File: src/qsvr_pkg.sv
`timescale 1ns / 1ps
`default_nettype none

package qsvr_pkg;

    localparam int NUM_KEYS   = 4;
    localparam int KEY_MAX    = 8;
    localparam int REDACT_LEN = 10;

    localparam logic [7:0] CH_QUEST = 8'h3F;
    localparam logic [7:0] CH_AMP   = 8'h26;
    localparam logic [7:0] CH_EQ    = 8'h3D;

    localparam logic [3:0] KEY_LEN_SAT = 4'd15;

    typedef enum logic [3:0] {
        PH_PATH = 4'b0001,
        PH_KEY  = 4'b0010,
        PH_VAL  = 4'b0100,
        PH_DROP = 4'b1000
    } phase_t;

    typedef struct packed {
        logic       present;
        logic [7:0] chr;
        logic       cvalid;
        logic       redact;
        logic       fin;
    } run_t;

    localparam logic [7:0] SECRET_TEXT [NUM_KEYS][KEY_MAX] = '{
        '{8'h70, 8'h77, 8'h00, 8'h00, 8'h00, 8'h00, 8'h00, 8'h00},
        '{8'h70, 8'h61, 8'h73, 8'h73, 8'h77, 8'h6F, 8'h72, 8'h64},
        '{8'h74, 8'h00, 8'h00, 8'h00, 8'h00, 8'h00, 8'h00, 8'h00},
        '{8'h6B, 8'h65, 8'h79, 8'h00, 8'h00, 8'h00, 8'h00, 8'h00}
    };

    localparam logic [3:0] SECRET_LEN [NUM_KEYS] = '{4'd2, 4'd8, 4'd1, 4'd3};

    localparam logic [7:0] REDACT_TEXT [REDACT_LEN] = '{
        8'h3C, 8'h72, 8'h65, 8'h64, 8'h61, 8'h63, 8'h74, 8'h65, 8'h64, 8'h3E
    };

endpackage

`default_nettype wire

File: src/qsvr_parse.sv
`timescale 1ns / 1ps
`default_nettype none

module qsvr_parse (
    input  wire logic          clk,
    input  wire logic          rst_n,
    input  wire logic          take,
    input  wire logic [7:0]    char_in,
    input  wire logic          final_char,
    output qsvr_pkg::run_t     run
);
    import qsvr_pkg::*;

    phase_t                phase_reg, phase_next;
    logic [3:0]            key_len_reg, key_len_next;
    logic [NUM_KEYS-1:0]   match_reg, match_next;
    logic [NUM_KEYS-1:0]   match_upd;
    logic                  secret;
    logic                  emit;

    always_comb
    begin
        secret = 1'b0;
        for (int i = 0; i < NUM_KEYS; i++)
        begin
            if (match_reg[i] && key_len_reg == SECRET_LEN[i])
                secret = 1'b1;
        end
    end

    always_comb
    begin
        for (int i = 0; i < NUM_KEYS; i++)
        begin
            match_upd[i] = match_reg[i];
            if (key_len_reg >= SECRET_LEN[i] ||
                SECRET_TEXT[i][key_len_reg[2:0]] != char_in)
                match_upd[i] = 1'b0;
        end
    end

    always_comb
    begin
        phase_next   = phase_reg;
        key_len_next = key_len_reg;
        match_next   = match_reg;
        emit         = 1'b1;
        run.redact   = 1'b0;
        unique case (phase_reg)
            PH_PATH:
            begin
                if (char_in == CH_QUEST)
                begin
                    phase_next   = PH_KEY;
                    key_len_next = '0;
                    match_next   = '1;
                end
            end
            PH_KEY:
            begin
                if (char_in == CH_AMP)
                begin
                    key_len_next = '0;
                    match_next   = '1;
                end
                else if (char_in == CH_EQ)
                begin
                    run.redact = secret;
                    phase_next = secret ? PH_DROP : PH_VAL;
                end
                else
                begin
                    match_next = match_upd;
                    if (key_len_reg != KEY_LEN_SAT)
                        key_len_next = key_len_reg + 4'd1;
                end
            end
            PH_VAL:
            begin
                if (char_in == CH_AMP)
                begin
                    phase_next   = PH_KEY;
                    key_len_next = '0;
                    match_next   = '1;
                end
            end
            PH_DROP:
            begin
                emit = (char_in == CH_AMP);
                if (char_in == CH_AMP)
                begin
                    phase_next   = PH_KEY;
                    key_len_next = '0;
                    match_next   = '1;
                end
            end
            default:
            begin
                phase_next = PH_PATH;
            end
        endcase
        if (final_char)
        begin
            phase_next   = PH_PATH;
            key_len_next = '0;
            match_next   = '1;
        end
        run.present = emit || final_char;
        run.chr     = emit ? char_in : 8'h00;
        run.cvalid  = emit;
        run.fin     = final_char;
    end

    always_ff @(posedge clk or negedge rst_n)
    begin
        if (!rst_n)
        begin
            phase_reg   <= PH_PATH;
            key_len_reg <= '0;
            match_reg   <= '1;
        end
        else if (take)
        begin
            phase_reg   <= phase_next;
            key_len_reg <= key_len_next;
            match_reg   <= match_next;
        end
    end

endmodule

`default_nettype wire

File: src/qsvr_emit.sv
`timescale 1ns / 1ps
`default_nettype none

module qsvr_emit (
    input  wire logic          clk,
    input  wire logic          rst_n,
    input  wire logic          load,
    input  wire qsvr_pkg::run_t run,
    output logic               busy,
    output logic               out_valid,
    input  wire logic          out_stall,
    output logic [7:0]         char_out,
    output logic               char_valid,
    output logic               run_end,
    output logic               target_end
);
    import qsvr_pkg::*;

    logic        valid_reg, valid_next;
    logic [7:0]  char_reg, char_next;
    logic        cvalid_reg, cvalid_next;
    logic        run_end_reg, run_end_next;
    logic        tend_reg, tend_next;
    logic        fin_reg, fin_next;
    logic [3:0]  rem_reg, rem_next;
    logic [3:0]  rix;
    logic        advance;

    assign advance = valid_reg && !out_stall;
    assign busy    = valid_reg && (out_stall || rem_reg != 4'd0);
    assign rix     = 4'(REDACT_LEN) - rem_reg;

    always_comb
    begin
        valid_next   = valid_reg;
        char_next    = char_reg;
        cvalid_next  = cvalid_reg;
        run_end_next = run_end_reg;
        tend_next    = tend_reg;
        fin_next     = fin_reg;
        rem_next     = rem_reg;
        if (advance && rem_reg != 4'd0)
        begin
            char_next    = REDACT_TEXT[rix];
            cvalid_next  = 1'b1;
            run_end_next = (rem_reg == 4'd1);
            tend_next    = (rem_reg == 4'd1) && fin_reg;
            rem_next     = rem_reg - 4'd1;
        end
        else if (load)
        begin
            valid_next   = run.present;
            char_next    = run.chr;
            cvalid_next  = run.cvalid;
            run_end_next = !run.redact;
            tend_next    = !run.redact && run.fin;
            fin_next     = run.fin;
            rem_next     = run.redact ? 4'(REDACT_LEN) : 4'd0;
        end
        else if (advance)
        begin
            valid_next = 1'b0;
        end
    end

    always_ff @(posedge clk or negedge rst_n)
    begin
        if (!rst_n)
        begin
            valid_reg <= 1'b0;
            rem_reg   <= '0;
        end
        else
        begin
            valid_reg <= valid_next;
            rem_reg   <= rem_next;
        end
    end

    always_ff @(posedge clk)
    begin
        char_reg    <= char_next;
        cvalid_reg  <= cvalid_next;
        run_end_reg <= run_end_next;
        tend_reg    <= tend_next;
        fin_reg     <= fin_next;
    end

    assign out_valid  = valid_reg;
    assign char_out   = char_reg;
    assign char_valid = cvalid_reg;
    assign run_end    = run_end_reg;
    assign target_end = tend_reg;

endmodule

`default_nettype wire

File: src/query_secret_value_redactor.sv
// The first beat of an input byte's run is registered and appears in the cycle
// after acceptance. Throughput: one byte per cycle while out_stall is low; a
// secret-key '=' gives an 11-beat run, during which input stalls. Dropped value
// bytes give no beat, except a final one. Reset (rst_n low, async) returns the
// parser to the path phase and empties the output register.
`timescale 1ns / 1ps
`default_nettype none

module query_secret_value_redactor (
    input  wire logic        clk,
    input  wire logic        rst_n,
    input  wire logic        in_valid,
    output logic             in_stall,
    input  wire logic [7:0]  char_in,
    input  wire logic        final_char,
    output logic             out_valid,
    input  wire logic        out_stall,
    output logic [7:0]       char_out,
    output logic             char_valid,
    output logic             run_end,
    output logic             target_end
);
    import qsvr_pkg::*;

    run_t run;
    logic busy;
    logic take;

    assign in_stall = busy;
    assign take     = in_valid && !busy;

    qsvr_parse u_parse (
        .clk        (clk),
        .rst_n      (rst_n),
        .take       (take),
        .char_in    (char_in),
        .final_char (final_char),
        .run        (run)
    );

    qsvr_emit u_emit (
        .clk        (clk),
        .rst_n      (rst_n),
        .load       (take),
        .run        (run),
        .busy       (busy),
        .out_valid  (out_valid),
        .out_stall  (out_stall),
        .char_out   (char_out),
        .char_valid (char_valid),
        .run_end    (run_end),
        .target_end (target_end)
    );

endmodule

`default_nettype wire
File: config.mk
export PLATFORM = sky130hd
export DESIGN_NAME = query_secret_value_redactor
export DESIGN_NICKNAME = d
export VERILOG_FILES = /design/src/qsvr_pkg.sv /design/src/qsvr_parse.sv /design/src/qsvr_emit.sv /design/src/query_secret_value_redactor.sv
export SDC_FILE = /design/constraint.sdc
export NUM_CORES = 1
export LEC_CHECK = 0
export BUFFER_PORTS_ARGS = -buffer_cell sky130_fd_sc_hd__buf_2
export CORE_UTILIZATION = 40
export CTS_CLUSTER_SIZE = 14
export DETAILED_ROUTE_END_ITERATION = 8
export PLACE_DENSITY = 0.68
export SYNTH_ARGS = -nofsm -noshare
export SYNTH_HDL_FRONTEND = slang
export SYNTH_SLANG_ARGS = --single-unit
export TNS_END_PERCENT = 1
File: constraint.sdc
create_clock -name clk -period 3.2 [get_ports clk]
set_clock_uncertainty 0.1 [all_clocks]
set_input_delay 0.16 -clock clk [delete_from_list [all_inputs] [get_ports clk]]
set_output_delay 0.16 -clock clk [all_outputs]
set_load 0.03 [all_outputs]
Word level (Yosys, flattened, before mapping)
Memory sizes are Yosys's and may differ from the RTL's.
Index checks and enable logic that the tools add are counted.
{"block": "word_totals", "regBits": 29, "latchBits": 0, "mem_bits_rw": 0, "romBits": 384, "input_bits": 13, "out_inout_bits": 13, "word_cells": 143, "n_memories": 5}
{"name": "(no name shown)", "words": 16, "word_bits": 8, "rd": 1, "rd_ports_with_merged_regs": 0, "write_ports": 0, "line_no": "qsvr_emit.sv:44", "rtl": "char_next = REDACT_TEXT[rix];"}
{"name": "(no name shown)", "words": 8, "word_bits": 8, "rd": 1, "rd_ports_with_merged_regs": 0, "write_ports": 0, "line_no": "qsvr_parse.sv:37", "rtl": "SECRET_TEXT[i][key_len_reg[2:0]] != char_in)"}
{"name": "(no name shown)", "words": 8, "word_bits": 8, "rd": 1, "rd_ports_with_merged_regs": 0, "write_ports": 0, "line_no": "qsvr_parse.sv:37"}
{"name": "(no name shown)", "words": 8, "word_bits": 8, "rd": 1, "rd_ports_with_merged_regs": 0, "write_ports": 0, "line_no": "qsvr_parse.sv:37"}
{"name": "(no name shown)", "words": 8, "word_bits": 8, "rd": 1, "rd_ports_with_merged_regs": 0, "write_ports": 0, "line_no": "qsvr_parse.sv:37"}
{"block": "op_classes", "n_addsub": 3, "multipliers": 0, "div": 0, "order_cmp": 6, "n_eq_ne": 27, "shifts": 0, "n_mux": 54, "n_bitwise": 3, "reduce_logical": 32}
{"operator": "$mux 8", "count": 13}
{"operator": "$mux 4", "count": 20}
{"operator": "$pmux 4 s3", "count": 3}
{"operator": "$ne 8x8->1", "count": 4}
{"operator": "$reduce_and 6->1", "count": 5}
{"operator": "$eq 8x6->1 const B", "count": 3}
{"operator": "$ne 4x2->1 const B", "count": 5}
{"operator": "$mux 1", "count": 18}
{"operator": "$eq 4x1->1 const B", "count": 3}
{"operator": "$eq 4x2->1 const B", "count": 3}
{"operator": "$logic_and 1x1->1", "count": 10}
{"operator": "$eq 4x4->1 const B", "count": 2}
{"operator": "$ge 4x2->1 const B", "count": 2}
{"operator": "$ge 4x4->1 const B", "count": 2}
{"operator": "$reduce_bool 4->1", "count": 2}
{"operator": "$logic_or 1x1->1", "count": 6}
{"operator": "$ne 3x2->1 const B", "count": 2}
{"operator": "$ge 5x5->1 const B", "count": 1}
{"operator": "$not 4->5", "count": 1}
{"operator": "$reduce_and 5->1", "count": 1}
{"operator": "$add 4x1->4 const B", "count": 1}
{"operator": "$eq 4x3->1 const B", "count": 1}
{"operator": "$ge 4x1->1 const B", "count": 1}
{"operator": "$ne 4x3->1 const B", "count": 1}
{"operator": "other kinds (11)", "count": 15}

Longest topological paths before layout
{"block": "depth", "word_depth": 13, "depth_mapped": 9, "ltp_nobuf": 9}

Cells and area by module
From an unflattened synthesis, not the netlist that was laid out.
{"block": "unflattened", "cells_unflattened": 257, "hier_area_um2": 2393.5}
{"mod": "qsvr_parse", "instances": 1, "cells_per_inst": 164, "area_per_inst_um2": 1368.8, "seq_area_each_um2": 306.5}
{"mod": "qsvr_emit", "instances": 1, "cells_per_inst": 92, "area_per_inst_um2": 1011.0, "seq_area_each_um2": 475.5}
{"mod": "query_secret_value_redactor", "instances": 1, "cells_per_inst": 1, "area_per_inst_um2": 13.8, "seq_area_each_um2": 0.0}

Worst setup path before layout
OpenSTA, ideal clock, no wires.
{"block": "synth_path", "path_kind": "register -> register", "start": "register u_emit.rem_reg[0]", "end": "register u_parse.phase_reg[1]", "setup_ps": 125, "t_arrival_ps": 2065, "required_time_ps": 2975, "slack_ps": 910, "path_stages_with_launch": 9, "n_path_buf": 0, "synth_period_minus_slack_ps": 2290, "path_cell_list": "dfrtp_1 > inv_1 > ha_1 > or4b_1 > nand2_1 > nand2_1 > inv_1 > and3_4 > mux2_4"}
{"block": "synth_via", "elab_chain_cells": 6}
{"element": "start, declared", "line_no": "qsvr_emit.sv:25", "rtl": "logic [3:0] rem_reg, rem_next;"}
{"element": "start signal, assigned", "line_no": "qsvr_emit.sv:76", "rtl": "rem_reg <= rem_next;"}
{"element": "$reduce_bool 4->1", "line_no": "qsvr_emit.sv:30", "rtl": "assign busy = valid_reg && (out_stall || rem_reg != 4'd0);"}
{"element": "$logic_or 1x1->1", "line_no": "qsvr_emit.sv:30"}
{"element": "$logic_and 1x1->1", "line_no": "qsvr_emit.sv:30"}
{"element": "$logic_not 1->1", "line_no": "query_secret_value_redactor.sv:30", "rtl": "assign take = in_valid && !busy;"}
{"element": "$logic_and 1x1->1", "line_no": "query_secret_value_redactor.sv:30"}
{"element": "$reduce_and 5->1 (no source line)"}
{"element": "end signal, assigned", "line_no": "qsvr_parse.sv:124", "rtl": "phase_reg <= phase_next;"}
{"element": "end, declared", "line_no": "qsvr_parse.sv:14", "rtl": "phase_t phase_reg, phase_next;"}
Every way passes these cells.
A chain may end at the register's enable or synchronous reset.

Final worst setup path
{"block": "layout_path", "start": "register u_emit.rem_reg[0]", "end": "register u_parse.key_len_reg[1]"}
{"block": "layout_via", "elab_chain_cells": 6}
{"element": "$reduce_bool 4->1", "line_no": "qsvr_emit.sv:30"}
{"element": "$logic_or 1x1->1", "line_no": "qsvr_emit.sv:30"}
{"element": "$logic_and 1x1->1", "line_no": "qsvr_emit.sv:30"}
{"element": "$logic_not 1->1", "line_no": "query_secret_value_redactor.sv:30"}
{"element": "$logic_and 1x1->1", "line_no": "query_secret_value_redactor.sv:30"}
{"element": "$reduce_and 6->1 (no source line)"}
{"element": "end signal, assigned", "line_no": "qsvr_parse.sv:125", "rtl": "key_len_reg <= key_len_next;"}
{"element": "end, declared", "line_no": "qsvr_parse.sv:15", "rtl": "logic [3:0] key_len_reg, key_len_next;"}
Every way passes these cells.

==> results.cfg <==
[power_and_ir_drop]
p_leak_uw = 0.00103
vdd_drop_max_uv = 346
power.density_mw_per_mm2 = 827

[clock_network]
root_buffer = clkbuf_8
cts_max_level = 2
cts_made_buffers = 5
cts_sinks = 29
post_cts_buffers = 0
insertion_delay_ns = 0.28
cts_tree = built
clkSlewWorstSetupHoldPaths_ns = 0.07
cts_buffer_depth = 2

[final_layout]
layout.nets = 294
n_antenna_cell = 0
multi_input_area_mm2 = 0.00132
seqCellArea_um2 = 782
fillers = 509
syn_to_final_growth_pct = 10.2
final_cell_mix = buf_2, nand2_1, o21ai_0, nor2_1, ha_1
mostFrequentLayoutCell = buf_2
drive_above_1_share = 0.199
largest_register_ffs = 8

[critical_path]
critPathLaunchType = register
reg2reg_from = u_emit.rem_reg[0]
path_delay_family = simple AND/OR/NAND/NOR gates
cp_max_fo = 10
cp_cell_sequence = inv_1, ha_1, or4b_1, nand2_1, nand2_1, inv_1, buf_4, and4_2, a32o_1
reg2reg_depth = 9
slowest_stage = dfrtp_1
max_stage_delay_ns = 0.47
cp_data_required_time_ns = 3.32
cp_num_cells = 9
end_kind = register
r2r-end = u_parse.key_len_reg[1]
reg2reg_slack_ns = 0.56
cp.arrival_ns = 2.75
crit_buf_inv = 3
critPathKind = reg2reg

[die]
core_mm2 = 0.00524
die_w_um = 76.9
num_io_pins = 26
initial_core_util = 0.428
num_rows = 26
dieHeight_um = 76.9
dieArea_mm2 = 0.00591

[timing]
setup_viol = 0
finalHoldViolations = 0
fin_crit_sh = 0.824
final_max_slew_viol_count = 0
slew_headroom = 0.571
grt_setup_unrepaired = false
whs_ns = 0.0346
fin_tns_setup_ns = 0
fmax_mhz = 379
worst_slew_pin_slew_ns = 0.641
period_needed_ns = 2.64

[yosys]
synth_nets = 276
ys_seq_area_frac = 0.349
synth-seq-cells = 29
synth_edf_count = 11
synth_flop_cell = dfrtp_1
ys_types = 57
syn_area_mm2 = 0.00224
netlist_instances = 248
synthArstFlopShare = 0.586
yosys_warnings = 0
syn_avg_cell_area_um2 = 9.04

[worst_hold_path]
hold_path_class = in2reg
holdPathEnd = u_emit.out_valid
worstHoldStart = in_valid
hold_depth = 3

[placed_design]
gp_congestion = 0.840
port_buffers = 25
hpwl_um = 3750

[grt]
grt_pass1_vias = 1722
antenna_found_initial = 0
grt_max_degree = 18
grt_use_total = 0.176
grt_pass1_wl_um = 8290
grt_overflow = 0

[flow_run]
maxCapViolCount = 0

[route]
dr.pass1.iters = 4
drt-wirelength-per-cell_um = 14.9
dr.first_iter.drc_count = 137
vias_per_cell = 5.65
routed_wl_um = 5040
num_vias = 1905
ant_nets = 0
drc = 0

[status]
status = finished, final reports clean
## metal layers
layer  GRT usage  part of all wire
met5           0                 0
met4      0.0442            0.0050
met3      0.0417             0.042
met2       0.266              0.45
met1       0.250              0.50
## per-stage QoR
| stage | setup slack (ns) | util | cell area [um2] | std cells | power (uW) |
|---|---|---|---|---|---|
| after CTS | 0.576 | 0.472 | 2470 | 337 | 2050 |
| after global placement | 0.688 | 0.454 | 2380 | 328 | 1740 |
| after floorplan | 0.910 | - | 2240 | 248 | 1520 |
| after detailed placement | 0.602 | 0.454 | 2380 | 328 | 1760 |
| final | 0.564 | 0.472 | 2470 | 337 | 2040 |
| after global routing | 0.361 | 0.472 | 2470 | 337 | 2200 |
## synthesized netlist by cell type (all sizes together) (7+ instances only)
cell type	instances	area, um2
inv	13	48.8
a31oi	8	50.1
nand3	12	60.1
ha	15	188
edfxtp	11	330
o21ai	15	75.1
xor2	7	61.3
clkbuf	11	41.3
dfrtp	12	300
nand2	22	82.6
nor2	15	56.3
a21oi	13	65.1
## worst max path at each step
stage	startpoint	end
4_1_cts	u_emit.rem_reg[0]	u_parse.key_len_reg[1]
6_report	u_emit.rem_reg[0]	u_parse.key_len_reg[1]
2_1_floorplan	u_emit.rem_reg[0]	u_parse.phase_reg[1]
3_5_place_dp	u_emit.rem_reg[0]	u_parse.key_len_reg[1]
3_3_place_gp	u_emit.rem_reg[0]	u_parse.key_len_reg[1]
5_1_grt	u_emit.rem_reg[0]	u_parse.key_len_reg[1]
## kinds of logic after synthesis
family / Yosys count / synth area share
simple gates: 96 / 0.248
compound gates: 59 / 0.172
buf+inv: 30 / 0.0619
flops: 29 / 0.349
fa+ha+maj: 15 / 0.0837
xor+xnor: 10 / 0.0391
mux: 9 / 0.0469
## where the power goes
group	internal, uW	leakage (uW)	total (uW)	switching, uW
clock network	146	0.0000430	286	140
logic	389	0.000661	1030	643
registers	576	0.000322	725	149
## cell type report
| class | count | share of cell area |
|---|---|---|
| Multi-Input combinational cell | 189 | 0.535 |
| Clock inverter | 3 | 0.00506 |
| Inverter | 13 | 0.0197 |
| Sequential cell | 29 | 0.316 |
| Timing Repair Buffer | 28 | 0.0608 |
| Clock buffer | 5 | 0.0278 |
| Tap cell | 70 | 0.0354 |
## worst register-to-register path, cell delays in order (launching register included)
cell,delay [ns]
dfrtp_1,0.47
inv_1,0.19
ha_1,0.26
or4b_1,0.45
nand2_1,0.11
nand2_1,0.11
inv_1,0.20
buf_4,0.20
and4_2,0.29
a32o_1,0.19
## what timing repair did
item	4_1_cts	5_1_grt
gates resized for setup	0	0
setup endpoints to repair	0	0
hold buffers	1	0
hold endpoints to repair	12	0
Note: power is estimated with default switching activity, not from simulation.
